--- src/design/stack_machine_execute_top_assert.svh ---
// assertion macros used by the stack machine top-level design file
`ifndef STACK_MACHINE_EXECUTE_TOP_ASSERT_SVH
`define STACK_MACHINE_EXECUTE_TOP_ASSERT_SVH

// condition holds at every clock edge out of reset
`define SME_ASSERT_ALWAYS(lbl, clk, rst, cond) \
   lbl: assert property (@(posedge clk) disable iff (rst) (cond)) \
      else $error("stack machine check failed");

// consequence holds in the same cycle as the antecedent
`define SME_ASSERT_IMPLY(lbl, clk, rst, ante, cons) \
   lbl: assert property (@(posedge clk) disable iff (rst) (ante) |-> (cons)) \
      else $error("stack machine check failed");

// consequence holds in the cycle after the antecedent
`define SME_ASSERT_NEXT(lbl, clk, rst, ante, cons) \
   lbl: assert property (@(posedge clk) disable iff (rst) (ante) |=> (cons)) \
      else $error("stack machine check failed");

`endif

--- src/design/sme_pkg.sv ---
`default_nettype none

package sme_pkg;

   // default number of stack entries
   localparam int STACK_DEPTH_DEF = 128;

   localparam int WORD_W = 32;
   localparam int KIND_W = 4;

   // opcodes, carried in the tuser field of the request word
   typedef enum logic [KIND_W-1:0] {
      OP_CONST   = 4'd0,
      OP_ADD     = 4'd1,
      OP_EMIT    = 4'd2,
      OP_DROP    = 4'd3,
      OP_GET     = 4'd4,
      OP_SET     = 4'd5,
      OP_CMP     = 4'd6,
      OP_JGT     = 4'd7,
      OP_HALT    = 4'd8
   } op_type;

   // one result word
   typedef struct packed {
      logic [WORD_W-1:0] pc_advance;
      logic              print_valid;
      logic [WORD_W-1:0] data_value;
      logic              halted;
      logic              fault;
   } rsp_type;

endpackage

`default_nettype wire

--- src/design/sme_stack_ram.sv ---
`default_nettype none

module sme_stack_ram #(
   parameter int STACK_DEPTH = sme_pkg::STACK_DEPTH_DEF,
   parameter int ADDR_W      = $clog2(STACK_DEPTH)
) (
   input  wire logic                      clock,
   input  wire logic                      wr_en,
   input  wire logic [ADDR_W-1:0]         wr_addr,
   input  wire logic [sme_pkg::WORD_W-1:0] wr_data,
   input  wire logic                      rd_en,
   input  wire logic [ADDR_W-1:0]         rd_addr_a,
   input  wire logic [ADDR_W-1:0]         rd_addr_b,
   output logic      [sme_pkg::WORD_W-1:0] rd_data_a,
   output logic      [sme_pkg::WORD_W-1:0] rd_data_b
);
   import sme_pkg::*;

   logic [WORD_W-1:0] mem [STACK_DEPTH];

   // one write port, two registered read ports, old data on collision
   always_ff @(posedge clock) begin
      if (wr_en) begin
         mem[wr_addr] <= wr_data;
      end
      if (rd_en) begin
         rd_data_a <= mem[rd_addr_a];
         rd_data_b <= mem[rd_addr_b];
      end
   end

endmodule

`default_nettype wire

--- config.mk ---
export PLATFORM = sky130hd
export DESIGN_NAME = sme_stack_ram
export DESIGN_NICKNAME = d
export VERILOG_FILES = /design/src/design/stack_machine_execute_top_assert.svh /design/src/design/sme_pkg.sv /design/src/design/sme_stack_ram.sv
export SDC_FILE = /design/constraint.sdc
export NUM_CORES = 2
export LEC_CHECK = 0
export BUFFER_PORTS_ARGS = -buffer_cell sky130_fd_sc_hd__buf_2
export CAP_MARGIN = 0
export CELL_PAD_IN_SITES_DETAIL_PLACEMENT = 0
export CELL_PAD_IN_SITES_GLOBAL_PLACEMENT = 2
export CORE_UTILIZATION = 48
export CTS_BUF_LIST = sky130_fd_sc_hd__clkbuf_4
export CTS_CLUSTER_DIAMETER = 60
export DETAILED_ROUTE_END_ITERATION = 7
export GPL_TIMING_DRIVEN = 1
export PLACE_DENSITY = 0.71
export SLEW_MARGIN = 20
export SYNTH_ARGS = -nofsm -noshare
export SYNTH_HDL_FRONTEND = slang
export SYNTH_SLANG_ARGS = --single-unit
--- constraint.sdc ---
create_clock -name clock -period 5.1 [get_ports clock]
set_clock_uncertainty 0.15 [all_clocks]
set_input_delay 1.02 -clock clock [delete_from_list [all_inputs] [get_ports clock]]
set_output_delay 1.02 -clock clock [all_outputs]
set_load 0.005 [all_outputs]
=== Word-level counts from Yosys, hierarchy flattened ===
Memories as Yosys holds them, arrays and structs flattened. A register that Yosys moved wholly into a read port is not among the register bits.
Cells that the tools add are included.

* Register bits: 0
* Memory bits (writable): 4096
* Input bits: 56
* Output and inout bits: 64
* Word-level logic and storage cells: 3
* Memories: 1

{| class="wikitable"
|+ Memory list
! memory !! words !! bits a word !! rd ports !! clocked after memory_dff !! wr ports !! RTL line !! source
|-
| mem || 128 || 32 || 2 || 2 || 1 || sme_stack_ram.sv:19 || <nowiki>logic [WORD_W-1:0] mem [STACK_DEPTH];</nowiki>
|}

* Multiplexer cells: 2

{| class="wikitable"
|+ Operators by type and width
! operator !! number
|-
| $mux 1 || 2
|}

=== Depth between registers and ports, before layout ===
* Depth after elaboration: 2
* Depth in mapped cells: 8
* Gate-level depth less buffers: 4

=== Worst setup path after synthesis ===
No wires, ideal clock.

* Kind: in2reg
* Start: input wr_en
* End: memory mem[98][0] (enable)
* Setup time: 0.461 ns
* Data arrival time: 3.798 ns
* Required time: 4.489 ns
* Path slack: 0.691 ns
* Stages on the path: 3
* Path buffers: 1
* Cell sequence: clkbuf_1 -> nand4_1 -> nor3_1

* Word-level cells in the longest chain between the ends: 2

{| class="wikitable"
|+ RTL lines
! what !! RTL line !! source
|-
| start: declaration || sme_stack_ram.sv:8 || <nowiki>input wire logic wr_en,</nowiki>
|-
| $mux 1 || sme_stack_ram.sv:23 || <nowiki>if (wr_en) begin</nowiki>
|-
| $mux 1 (not written as such) || sme_stack_ram.sv:24 || <nowiki>mem[wr_addr] <= wr_data;</nowiki>
|-
| end: declaration || sme_stack_ram.sv:19 ||
|}

Every way passes these cells.

=== Worst setup path after layout ===
* Start: register rd_data_a[8] (netlist bit) (read register of mem)
* End: output rd_data_a[8] (netlist bit)

{| class="wikitable"
|+ RTL lines
! what !! RTL line !! source
|-
| start: declaration || sme_stack_ram.sv:14 || <nowiki>output logic [sme_pkg::WORD_W-1:0] rd_data_a,</nowiki>
|}

No word-level cell between the ends.

==> impl_metrics.env <==
export IMPL_synth_largest_area_cell="edfxtp_1"
export IMPL_vdd_drop_max_mv=0.210
export IMPL_p_seq_share_pct=52.2
export IMPL_power_density_nw_per_um2=338
export IMPL_grt_max_degree=97
export IMPL_ctsHtreeMaxLevel=7
export IMPL_ys_types=16
export IMPL_slew_viol_final=0
export IMPL_ys_seq_area_share_pct=66.0
export IMPL_die_w_um=630
export IMPL_netlist_top_cells_area="edfxtp_1 66%, mux4_2 32%, clkbuf_1 0.72%"
export IMPL_yosys_area_share_simple_pct=0.368
export IMPL_muxShareOfSynthArea_pct=32.3
export IMPL_synth_area_um2=189000
export IMPL_crit_type="reg2out"
export IMPL_r2r_end="rd_data_b[21]"
export IMPL_synth_compound_area_share_pct=0
export IMPL_ys_flop_type="edfxtp_1"
export IMPL_crit_buf_inv=1
export IMPL_initial_utilization_pct=48.3
export IMPL_numCtsBuffers=1160
export IMPL_timing_fmax_mhz=241
export IMPL_max_stage_delay_ns=1.05
export IMPL_synth_async_reset_ratio_pct=0
export IMPL_cap_violations=0
export IMPL_required_ns=3.93
export IMPL_finalCritPeriodShare_pct=81.5
export IMPL_reg2regPathDepth=5
export IMPL_outcome="completed"
export IMPL_ys_top_cells_by_count="4,160 x edfxtp_1, 2,688 x mux4_2, 365 x clkbuf_1, 132 x buf_1, 122 x nor2_1"
export IMPL_wire_per_inst_um=41.3
export IMPL_place_gp_congestion=0.847
export IMPL_dp_hpwl_um=369000
export IMPL_place_area_um2=202000
export IMPL_drcViolationCount=0
export IMPL_timing_rr_start="mem[76][21]"
export IMPL_hp_start="rd_addr_b[3]"
export IMPL_area_growth_synth_to_final_pct=13.9
export IMPL_hold_path_end="rd_data_b[31]"
export IMPL_cts_tree="yes"
export IMPL_num_rows=230
export IMPL_grt_overflow=0
export IMPL_hold_path_class="in2reg"
export IMPL_firstDrtPassIters=5
export IMPL_start_kind="register"
export IMPL_clkTransAtPathRegs_ns=0.07
export IMPL_drtAntennaViolNets=0
export IMPL_crit_chain="buf_2"
export IMPL_wl_um=621000
export IMPL_io_pin_count=120
export IMPL_grt_pass1_wl_um=855000
export IMPL_track_usage_pct=31.8
export IMPL_post_route_util_pct=55.0
export IMPL_endpoint_kind="primary output"
export IMPL_netSwitchingPower_mw=17.5
export IMPL_syn_inst=7701
export IMPL_cellLeakagePower_nw=67.3
export IMPL_r2r_slack_ns=1.80
export IMPL_yosys_warnings=0
export IMPL_critPathMaxFanout=14
export IMPL_grt_pass1_vias=107000
export IMPL_synth_edf_count=4160
export IMPL_relSlewSlack_pct=24.8
export IMPL_die_h_um=630
export IMPL_syn_avg_cell_area_um2=24.6
export IMPL_synth_seq_cells=4160
export IMPL_rsz0062_at_grt="false"
export IMPL_worst_pin_slew_ns=1.13
export IMPL_crit_slowest_cell="edfxtp_1"
export IMPL_internal_power_mw=55.5
export IMPL_io_buffers=119
export IMPL_antenna_found_initial=72
export IMPL_synth_top_family_by_area="multiplexers"
export IMPL_power_frac_comb_pct=8.6
export IMPL_ctsResizeCount=0
export IMPL_postCtsSetupBuffers=0
export IMPL_p_clk_share_pct=39.2
export IMPL_vias_per_cell=6.93
export IMPL_critPathTopFamily="flip-flops"
export IMPL_hold_viol_final=0
export IMPL_fin_hold_ws_ns=0.197
export IMPL_setup_violations=0
export IMPL_fp_coreArea_um2=393000
export IMPL_setup_tns_ns=0
export IMPL_synthMostInstantiatedCell="edfxtp_1"
export IMPL_clock_latency_ns=1.75
export IMPL_clock_sinks=4160
export IMPL_syn_num_nets=7757
export IMPL_clk_path_buf_depth=5
export IMPL_whs_path_depth=4
export IMPL_synth_xor_area_share_pct=0
export IMPL_first_iter_violations=14300
export IMPL_fin_crit_ns=4.16
export IMPL_synth_top_area_share_pct=66.0
export IMPL_fin_nets=9042
export IMPL_swShare_pct=24.0
export IMPL_root_buffer="clkbuf_4"
export IMPL_dieArea_um2=397000
export IMPL_vias=104000
export IMPL_fin_area_um2=216000
export IMPL_drive_gt1_share_pct=53.9
export IMPL_synthAdderAreaFrac_pct=0
export IMPL_cp_arrival_ns=2.99
[repair_timing]
action | in CTS | in global routing
setup endpoints to repair | 0 | 0
hold buffers | 50 | 0
hold endpoints to repair | 3384 | 0
[cell usage in the layout (no fill, tap or decap), types with 34 or more instances in the layout]
cell           instances
buf_12               178
dlygate4sd3_1         50
buf_2                 72
clkbuf_4            1566
edfxtp_1            4160
clkinv_1             203
clkinv_2              34
mux4_2              2688
buf_4                432
nor2_4               119
diode_2              153
mux2_2                64
[power groups by stage]
stage                     clock network [mW]  registers, mW  logic, mW
after floorplan                            0           38.6       3.56
after global placement                     0           38.8       6.19
after detailed placement                   0           38.8       6.24
after CTS                               29.1           38.1       6.29
after global routing                    30.8           38.1       6.55
final                                   28.6           38.1       6.31
[sequential cells by signal, summed over array words and instances, names as in the netlist]
name       cells
rd_data_a     32
mem         4096
rd_data_b     32
[metrics by stage]
stage | total power [mW] | instances | setup slack [ns]
detailed placement | 45.1 | 13000 | 0.399
floorplan | 42.2 | 7701 | 0.691
CTS | 73.5 | 14900 | 0.872
finish | 73.0 | 15000 | 0.942
global placement | 45.0 | 13000 | 0.400
global route | 75.5 | 15000 | 0.878
[cell families (layout without fill, tap and decap cells)]
logic type | Yosys count | after routing
mux | 2752 | 2752
simple gates | 170 | 170
flops | 4160 | 4160
other cells | 0 | 153
buf+inv | 619 | 2588
[final cells by class]
type | instances | area, um^2
fill | 29900 | 177000
sequential | 4160 | 125000
multi-input combinational | 2922 | 62900
clock buffer | 1566 | 11800
timing repair buffer | 742 | 7800
tap | 5220 | 6530
clock inverter | 280 | 1470
antenna | 153 | 383
[worst max path at each step]
stage / start / endpoint / depth (start not counted)
after CTS: rd_data_a[9] / rd_data_a[9] / 1
after detailed placement: rd_addr_a[0] / rd_data_a[9] / 8
after global routing: rd_data_a[8] / rd_data_a[8] / 1
after floorplan: wr_en / mem[98][0] / 3
final: rd_data_a[8] / rd_data_a[8] / 1
after global placement: rd_addr_a[0] / rd_data_a[9] / 8
[routing by layer]
metal / vias up / GRT usage (%) / wire [um]
met5: - / 0 / 201
met4: 30 / 14.6 / 25300
met3: 1090 / 8.38 / 66500
met2: 6931 / 49.8 / 302000
met1: 57500 / 42.2 / 226000
li1: 38800 / - / -
Power figures use the tool's default switching activity.
