<file path="src/design/stack_machine_execute_top_assert.svh">
// assertion macros used by the stack machine top-level design file
`ifndef STACK_MACHINE_EXECUTE_TOP_ASSERT_SVH
`define STACK_MACHINE_EXECUTE_TOP_ASSERT_SVH

// condition holds at every clock edge out of reset
`define SME_ASSERT_ALWAYS(lbl, clk, rst, cond) \
   lbl: assert property (@(posedge clk) disable iff (rst) (cond)) \
      else $error("stack machine check failed");

// consequence holds in the same cycle as the antecedent
`define SME_ASSERT_IMPLY(lbl, clk, rst, ante, cons) \
   lbl: assert property (@(posedge clk) disable iff (rst) (ante) |-> (cons)) \
      else $error("stack machine check failed");

// consequence holds in the cycle after the antecedent
`define SME_ASSERT_NEXT(lbl, clk, rst, ante, cons) \
   lbl: assert property (@(posedge clk) disable iff (rst) (ante) |=> (cons)) \
      else $error("stack machine check failed");

`endif

</file>
<file path="src/design/sme_pkg.sv">
`default_nettype none

package sme_pkg;

   // default number of stack entries
   localparam int STACK_DEPTH_DEF = 128;

   localparam int WORD_W = 32;
   localparam int KIND_W = 4;

   // opcodes, carried in the tuser field of the request word
   typedef enum logic [KIND_W-1:0] {
      OP_CONST   = 4'd0,
      OP_ADD     = 4'd1,
      OP_EMIT    = 4'd2,
      OP_DROP    = 4'd3,
      OP_GET     = 4'd4,
      OP_SET     = 4'd5,
      OP_CMP     = 4'd6,
      OP_JGT     = 4'd7,
      OP_HALT    = 4'd8
   } op_type;

   // one result word
   typedef struct packed {
      logic [WORD_W-1:0] pc_advance;
      logic              print_valid;
      logic [WORD_W-1:0] data_value;
      logic              halted;
      logic              fault;
   } rsp_type;

endpackage

`default_nettype wire

</file>
<file path="src/design/sme_exec.sv">
`default_nettype none

module sme_exec #(
   parameter int STACK_DEPTH = sme_pkg::STACK_DEPTH_DEF,
   parameter int LVL_W       = $clog2(STACK_DEPTH + 1),
   parameter int ADDR_W      = $clog2(STACK_DEPTH)
) (
   input  wire sme_pkg::op_type           kind,
   input  wire logic [sme_pkg::WORD_W-1:0] operand,
   input  wire logic [LVL_W-1:0]          level,
   input  wire logic [sme_pkg::WORD_W-1:0] word_a,
   input  wire logic [sme_pkg::WORD_W-1:0] word_b,
   output logic                           wr_en,
   output logic      [ADDR_W-1:0]         wr_addr,
   output logic      [sme_pkg::WORD_W-1:0] wr_data,
   output logic      [LVL_W-1:0]          level_next,
   output sme_pkg::rsp_type               result
);
   import sme_pkg::*;

   localparam logic [LVL_W-1:0] FULL_LVL = LVL_W'(STACK_DEPTH);
   localparam logic [WORD_W-1:0] ADV_ONE = WORD_W'(1);
   localparam logic [WORD_W-1:0] ADV_TWO = WORD_W'(2);

   logic [LVL_W-1:0]  lvl_inc;
   logic [LVL_W-1:0]  lvl_dec1;
   logic [LVL_W-1:0]  lvl_dec2;
   logic [LVL_W-1:0]  set_lvl;
   logic              opnd_neg;
   logic              fault;
   logic [WORD_W-1:0] cmp_word;
   logic              a_positive;

   // level arithmetic and operand checks
   always_comb begin
      lvl_inc    = level + LVL_W'(1);
      lvl_dec1   = level - LVL_W'(1);
      lvl_dec2   = level - LVL_W'(2);
      set_lvl    = lvl_dec2 - operand[LVL_W-1:0];
      opnd_neg   = operand[WORD_W-1];
      a_positive = !word_a[WORD_W-1] && (word_a != '0);
      if ($signed(word_b) > $signed(word_a)) begin
         cmp_word = ADV_ONE;
      end else if ($signed(word_b) < $signed(word_a)) begin
         cmp_word = '1;
      end else begin
         cmp_word = '0;
      end
   end

   // opcode decode: stack update and result word
   always_comb begin
      wr_en      = 1'b0;
      wr_addr    = level[ADDR_W-1:0];
      wr_data    = operand;
      level_next = level;
      result     = '0;
      fault      = 1'b0;
      unique case (kind)
         OP_CONST: begin
            fault             = (level >= FULL_LVL);
            wr_en             = 1'b1;
            level_next        = lvl_inc;
            result.pc_advance = ADV_TWO;
         end
         OP_ADD: begin
            fault             = (level < LVL_W'(2));
            wr_en             = 1'b1;
            wr_addr           = lvl_dec2[ADDR_W-1:0];
            wr_data           = word_b + word_a;
            level_next        = lvl_dec1;
            result.pc_advance = ADV_ONE;
         end
         OP_EMIT: begin
            fault              = (level == '0);
            level_next         = lvl_dec1;
            result.pc_advance  = ADV_ONE;
            result.print_valid = 1'b1;
            result.data_value  = word_a;
         end
         OP_DROP: begin
            fault             = (level == '0);
            level_next        = lvl_dec1;
            result.pc_advance = ADV_ONE;
         end
         OP_GET: begin
            fault             = (level == '0) || (level >= FULL_LVL) || opnd_neg
                                || (operand >= WORD_W'(level));
            wr_en             = 1'b1;
            wr_data           = word_a;
            level_next        = lvl_inc;
            result.pc_advance = ADV_TWO;
         end
         OP_SET: begin
            fault             = (level < LVL_W'(2)) || opnd_neg
                                || (operand >= WORD_W'(lvl_dec1));
            wr_en             = 1'b1;
            wr_addr           = set_lvl[ADDR_W-1:0];
            wr_data           = word_a;
            level_next        = lvl_dec1;
            result.pc_advance = ADV_TWO;
         end
         OP_CMP: begin
            fault             = (level < LVL_W'(2));
            wr_en             = 1'b1;
            wr_addr           = lvl_dec2[ADDR_W-1:0];
            wr_data           = cmp_word;
            level_next        = lvl_dec1;
            result.pc_advance = ADV_ONE;
         end
         OP_JGT: begin
            fault             = (level == '0);
            level_next        = lvl_dec1;
            result.pc_advance = a_positive ? operand : ADV_TWO;
         end
         OP_HALT: begin
            fault             = (level == '0);
            result.data_value = word_a;
            result.halted     = 1'b1;
         end
         default: begin
            fault = 1'b1;
         end
      endcase
      // a fault leaves the stack untouched and clears every other field
      if (fault) begin
         wr_en        = 1'b0;
         level_next   = level;
         result       = '0;
         result.fault = 1'b1;
      end
   end

endmodule

`default_nettype wire

</file>
<file path="config.mk">
export PLATFORM = sky130hd
export DESIGN_NAME = sme_exec
export DESIGN_NICKNAME = d
export VERILOG_FILES = /design/src/design/stack_machine_execute_top_assert.svh /design/src/design/sme_pkg.sv /design/src/design/sme_exec.sv
export SDC_FILE = /design/constraint.sdc
export NUM_CORES = 1
export LEC_CHECK = 0
export ABC_AREA = 1
export CAP_MARGIN = 15
export CORE_MARGIN = 2
export CORE_UTILIZATION = 50
export DETAILED_ROUTE_END_ITERATION = 6
export DONT_BUFFER_PORTS = 1
export GPL_TIMING_DRIVEN = 0
export PLACE_DENSITY_LB_ADDON = 0.12
export SYNTH_ARGS = -nofsm -noshare
export SYNTH_HDL_FRONTEND = slang
export SYNTH_SLANG_ARGS = --single-unit
</file>
<file path="constraint.sdc">
create_clock -name vclk -period 3.2
set_input_delay 0.16 -clock vclk [all_inputs]
set_output_delay 0.16 -clock vclk [all_outputs]
set_load 0.03 [all_outputs]
</file>
======== Word level (Yosys, flattened, before mapping) ========
Cells that the tools add are included.
word-level totals
  register bits ........................... 0
  latch bits .............................. 0
  memory bits (writable) .................. 0
  memory bits (read-only) ................. 0
  input bits .............................. 108
  output and inout bits ................... 115
  logic and storage cells ................. 53
  memories kept ........................... 0
operators by class
  add/sub/neg operators ................... 5
  $mul .................................... 0
  divide/modulo/power cells ............... 0
  order comparisons ....................... 6
  equality and inequality tests ........... 8
  shifts and indexed selects .............. 0
  mux-type cells .......................... 15
  bitwise gates (word level) .............. 0
  reductions and logical operators ........ 19
operators by type and width
  operator               count
  $pmux W32 S3           2
  $mux W32               4
  $mux W67               1
  $ge A32 B8 Y1          2
  $add A32 B32 Y32       1
  $gt A32 B32 Y1         1
  $lt A32 B32 Y1         1
  $reduce_bool A32 Y1    1
  $eq A4 B3 Y1 const B   4
  $pmux W8 S2            1
  $pmux W7 S2            1
  $add A8 B1 Y8 const B  1
  $eq A4 B2 Y1 const B   2
  $ge A8 B8 Y1 const B   1
  $logic_not A8 Y1       1
  $lt A8 B2 Y1 const B   1
  $mux W8                1
  $reduce_or A2 Y1       4
  $reduce_or A4 Y1       2
  $sub A8 B1 Y8 const B  1
  $sub A7 B2 Y7 const B  1
  $sub A7 B7 Y7          1
  $reduce_or A6 Y1       1
  $logic_or A1 B1 Y1     5
  other kinds (9)        12

======== Longest topological paths before layout ========
  depth in word-level cells ............... 6
  gate-level depth with buffers ........... 18

======== Worst setup path before layout ========
OpenSTA, ideal clock, no wires.
  path type ............................... input-to-output
  start point ............................. input port level[2]
  end point ............................... output port result[62] (netlist name)
  arrival time ............................ 2.903 ns
  data required time ...................... 3.040 ns
  path slack .............................. 0.137 ns
  cell stages on the path ................. 15
  path buffers ............................ 2
  cells stage by stage .................... clkbuf_1 > inv_1 > ha_1 > nand2_1 > xor2_1 > inv_1 > ha_1 > a21oi_1 > o21ai_0 > nand2_1 > o2111ai_1 > nand2_1 > nand3_2 > clkbuf_1 > nor3_1
RTL lines
  what                line            RTL
  start: declaration  sme_exec.sv:10  input wire logic [LVL_W-1:0] level,
  end: declaration    sme_exec.sv:17  output sme_pkg::rsp_type result

==> impl_metrics.env <==
export IMPL_run_status="complete, no violations"
export IMPL_synth_compound_area_frac=0.139
export IMPL_stdcell_count=1241
export IMPL_drive_gt1_frac=0.0993
export IMPL_cp_start_kind="input pin"
export IMPL_drt_pass1_iter_count=6
export IMPL_multi_input_area_um2=5480
export IMPL_finalMaxSlewViolations=0
export IMPL_pwr_density_cell_nw_per_um2=174
export IMPL_arrival_ns=2.84
export IMPL_fin_crit_sh=0.938
export IMPL_ys_seq_area_frac=0
export IMPL_fill_cells=1223
export IMPL_synthMuxAreaShare=0
export IMPL_synth_top_family_by_area="simple AND/OR/NAND/NOR gates"
export IMPL_crit_required_ns=3.04
export IMPL_die_area_um2=12700
export IMPL_drt_total_wl_mm=25.2
export IMPL_num_vias=7527
export IMPL_grt_max_degree=12
export IMPL_finalHoldViolations=0
export IMPL_rsz0062_at_grt="false"
export IMPL_peakVddDrop_mv=0.0857
export IMPL_synthSimpleGateAreaFrac=0.490
export IMPL_period_minus_slack_ns=3.00
export IMPL_setup_viol=0
export IMPL_overflow=0
export IMPL_antenna_found_initial=0
export IMPL_placed_cells=1233
export IMPL_remaining_drc_errors=0
export IMPL_hp_class="input pin to output port"
export IMPL_tns_ns=0
export IMPL_grt_pass1_wl_mm=38.4
export IMPL_final_nets=1301
export IMPL_worst_pin_slew_ns=0.914
export IMPL_routed_via_density=6.07
export IMPL_drv_cap=0
export IMPL_dp_hpwl_mm=20.7
export IMPL_grt_pass1_vias=7034
export IMPL_worstSetupPathType="input pin to output port"
export IMPL_pin_count=223
export IMPL_fin_util=0.584
export IMPL_io_buffers=0
export IMPL_max_freq_mhz=333
export IMPL_num_rows=39
export IMPL_critical_path_endpoint_type="output port"
export IMPL_grtUsageTotal=0.381
export IMPL_cp_max_fo=10
export IMPL_area_delta_synth_final_pct=13.4
export IMPL_insertedDiodeCount=0
export IMPL_yosys_warnings=0
export IMPL_syn_avg_cell_area_um2=5.41
export IMPL_ctsHoldBuffers=0
export IMPL_nClkBuffers=0
export IMPL_post_synth_num_cell_types=39
export IMPL_die_h_um=113
export IMPL_total_leakage_power_nw=3.61
export IMPL_slew_headroom=0.384
export IMPL_synth_nets=1291
export IMPL_synthAdderAreaFrac=0.200
export IMPL_seqCellArea_um2=0
export IMPL_start_util=0.515
export IMPL_wire_per_inst_um=20.3
export IMPL_synthXorXnorAreaFrac=0.0148
export IMPL_syn_cell_area_um2=5900
export IMPL_nFlopsAndLatches=0
export IMPL_drtAntennaViolNets=0
export IMPL_gp_congestion=1.03
export IMPL_worstHoldStart="operand[30]"
export IMPL_core_um2=11500
export IMPL_cp_startpoint="level[2]"
export IMPL_die_w_um=113
export IMPL_syn_inst=1090
export IMPL_drt_iter0_markers=821
[routing by layer]
metal / GRT usage / wire, um
met5: 0 / 0
met4: 0.141 / 991
met3: 0.0670 / 2720
met2: 0.619 / 11500
met1: 0.506 / 10100
[report_power, final]
group	switching, mW	total [mW]	internal, mW
sequential	0	0	0
combinational	0.860	1.17	0.307
clock	0	0	0
total	0.860	1.17	0.307
[cells by family after synthesis]
group,count (synthesis)
adders and majority gates,93
xor gates and xnor gates,10
AOI/OAI and AO/OA,146
buffers and inverters,234
and+or+nand+nor,607
[cells in the mapped netlist (all sizes together) (3+ instances only)]
cell / instances / share of area
nand4: 64 / 0.068
ha: 91 / 0.19
o21a: 3 / 0.0038
a21oi: 71 / 0.060
buf: 7 / 0.012
a31oi: 3 / 0.0032
nor3: 73 / 0.096
nand3: 76 / 0.066
or2: 5 / 0.0053
nand2: 301 / 0.19
o21ai: 42 / 0.036
nor2: 83 / 0.054
inv: 202 / 0.13
clkbuf: 23 / 0.015
o21bai: 6 / 0.0076
a21o: 4 / 0.0051
xor2: 9 / 0.013
o221ai: 8 / 0.012
[final cells by class]
class | count | area share
buffer | 30 | 0.0280
tap | 143 | 0.0267
inverter | 204 | 0.115
multi-input combinational | 856 | 0.818
timing repair buffer | 8 | 0.0118
[repair_timing]
item	4_1_cts	5_1_grt
endpoints found under the setup margin	76	96
setup buffers	1	4
resized for setup	94	14
pin swaps	3	3
[final timing paths]
kind                      to  slack, ns  depth (start not counted)
hold / removal    result[65]       0.49                          2
setup / recovery  result[17]       0.20                         16
[metrics by stage]
step	setup WS, ns	hold WS (ns)	cell area [um^2]	power (mW)
floorplan	0.137	0.467	5900	0.822
global placement	-0.747	0.472	6080	1.05
detailed placement	-0.745	0.478	6080	1.05
CTS	0.0175	0.475	6590	1.12
global route	0.0118	0.498	6700	1.27
finish	0.197	0.488	6700	1.17
[cell usage in the layout, fill, tap and decap left out, types with 4 or more instances in the layout]
cell      instances
o21bai_1          6
nor3_2            4
ha_1             91
a21o_1            4
nand4_1          64
o21ai_0          41
buf_4             6
clkbuf_1         13
inv_1           198
nor3_4           58
or2_2             5
nor3_1           11
o221ai_1          8
a21oi_1          68
xor2_1            8
nand2_1         297
nand3_1          74
nor2_1           81
clkbuf_2          8
buf_6             6
[critical path, cell delays in order]
cell and delay [ns]:
clkbuf_2 0.17, inv_4 0.07, ha_1 0.19, nand2_1 0.11, nand2_2 0.09, xor2_2 0.17, inv_1 0.06, ha_1 0.29
a21oi_1 0.14, o21ai_1 0.12, nand2_1 0.09, o2111ai_1 0.13, nand2_2 0.12, nand3_2 0.13, clkbuf_4 0.34, nor3_4 0.45
Note: power is estimated with default switching activity, not from simulation.
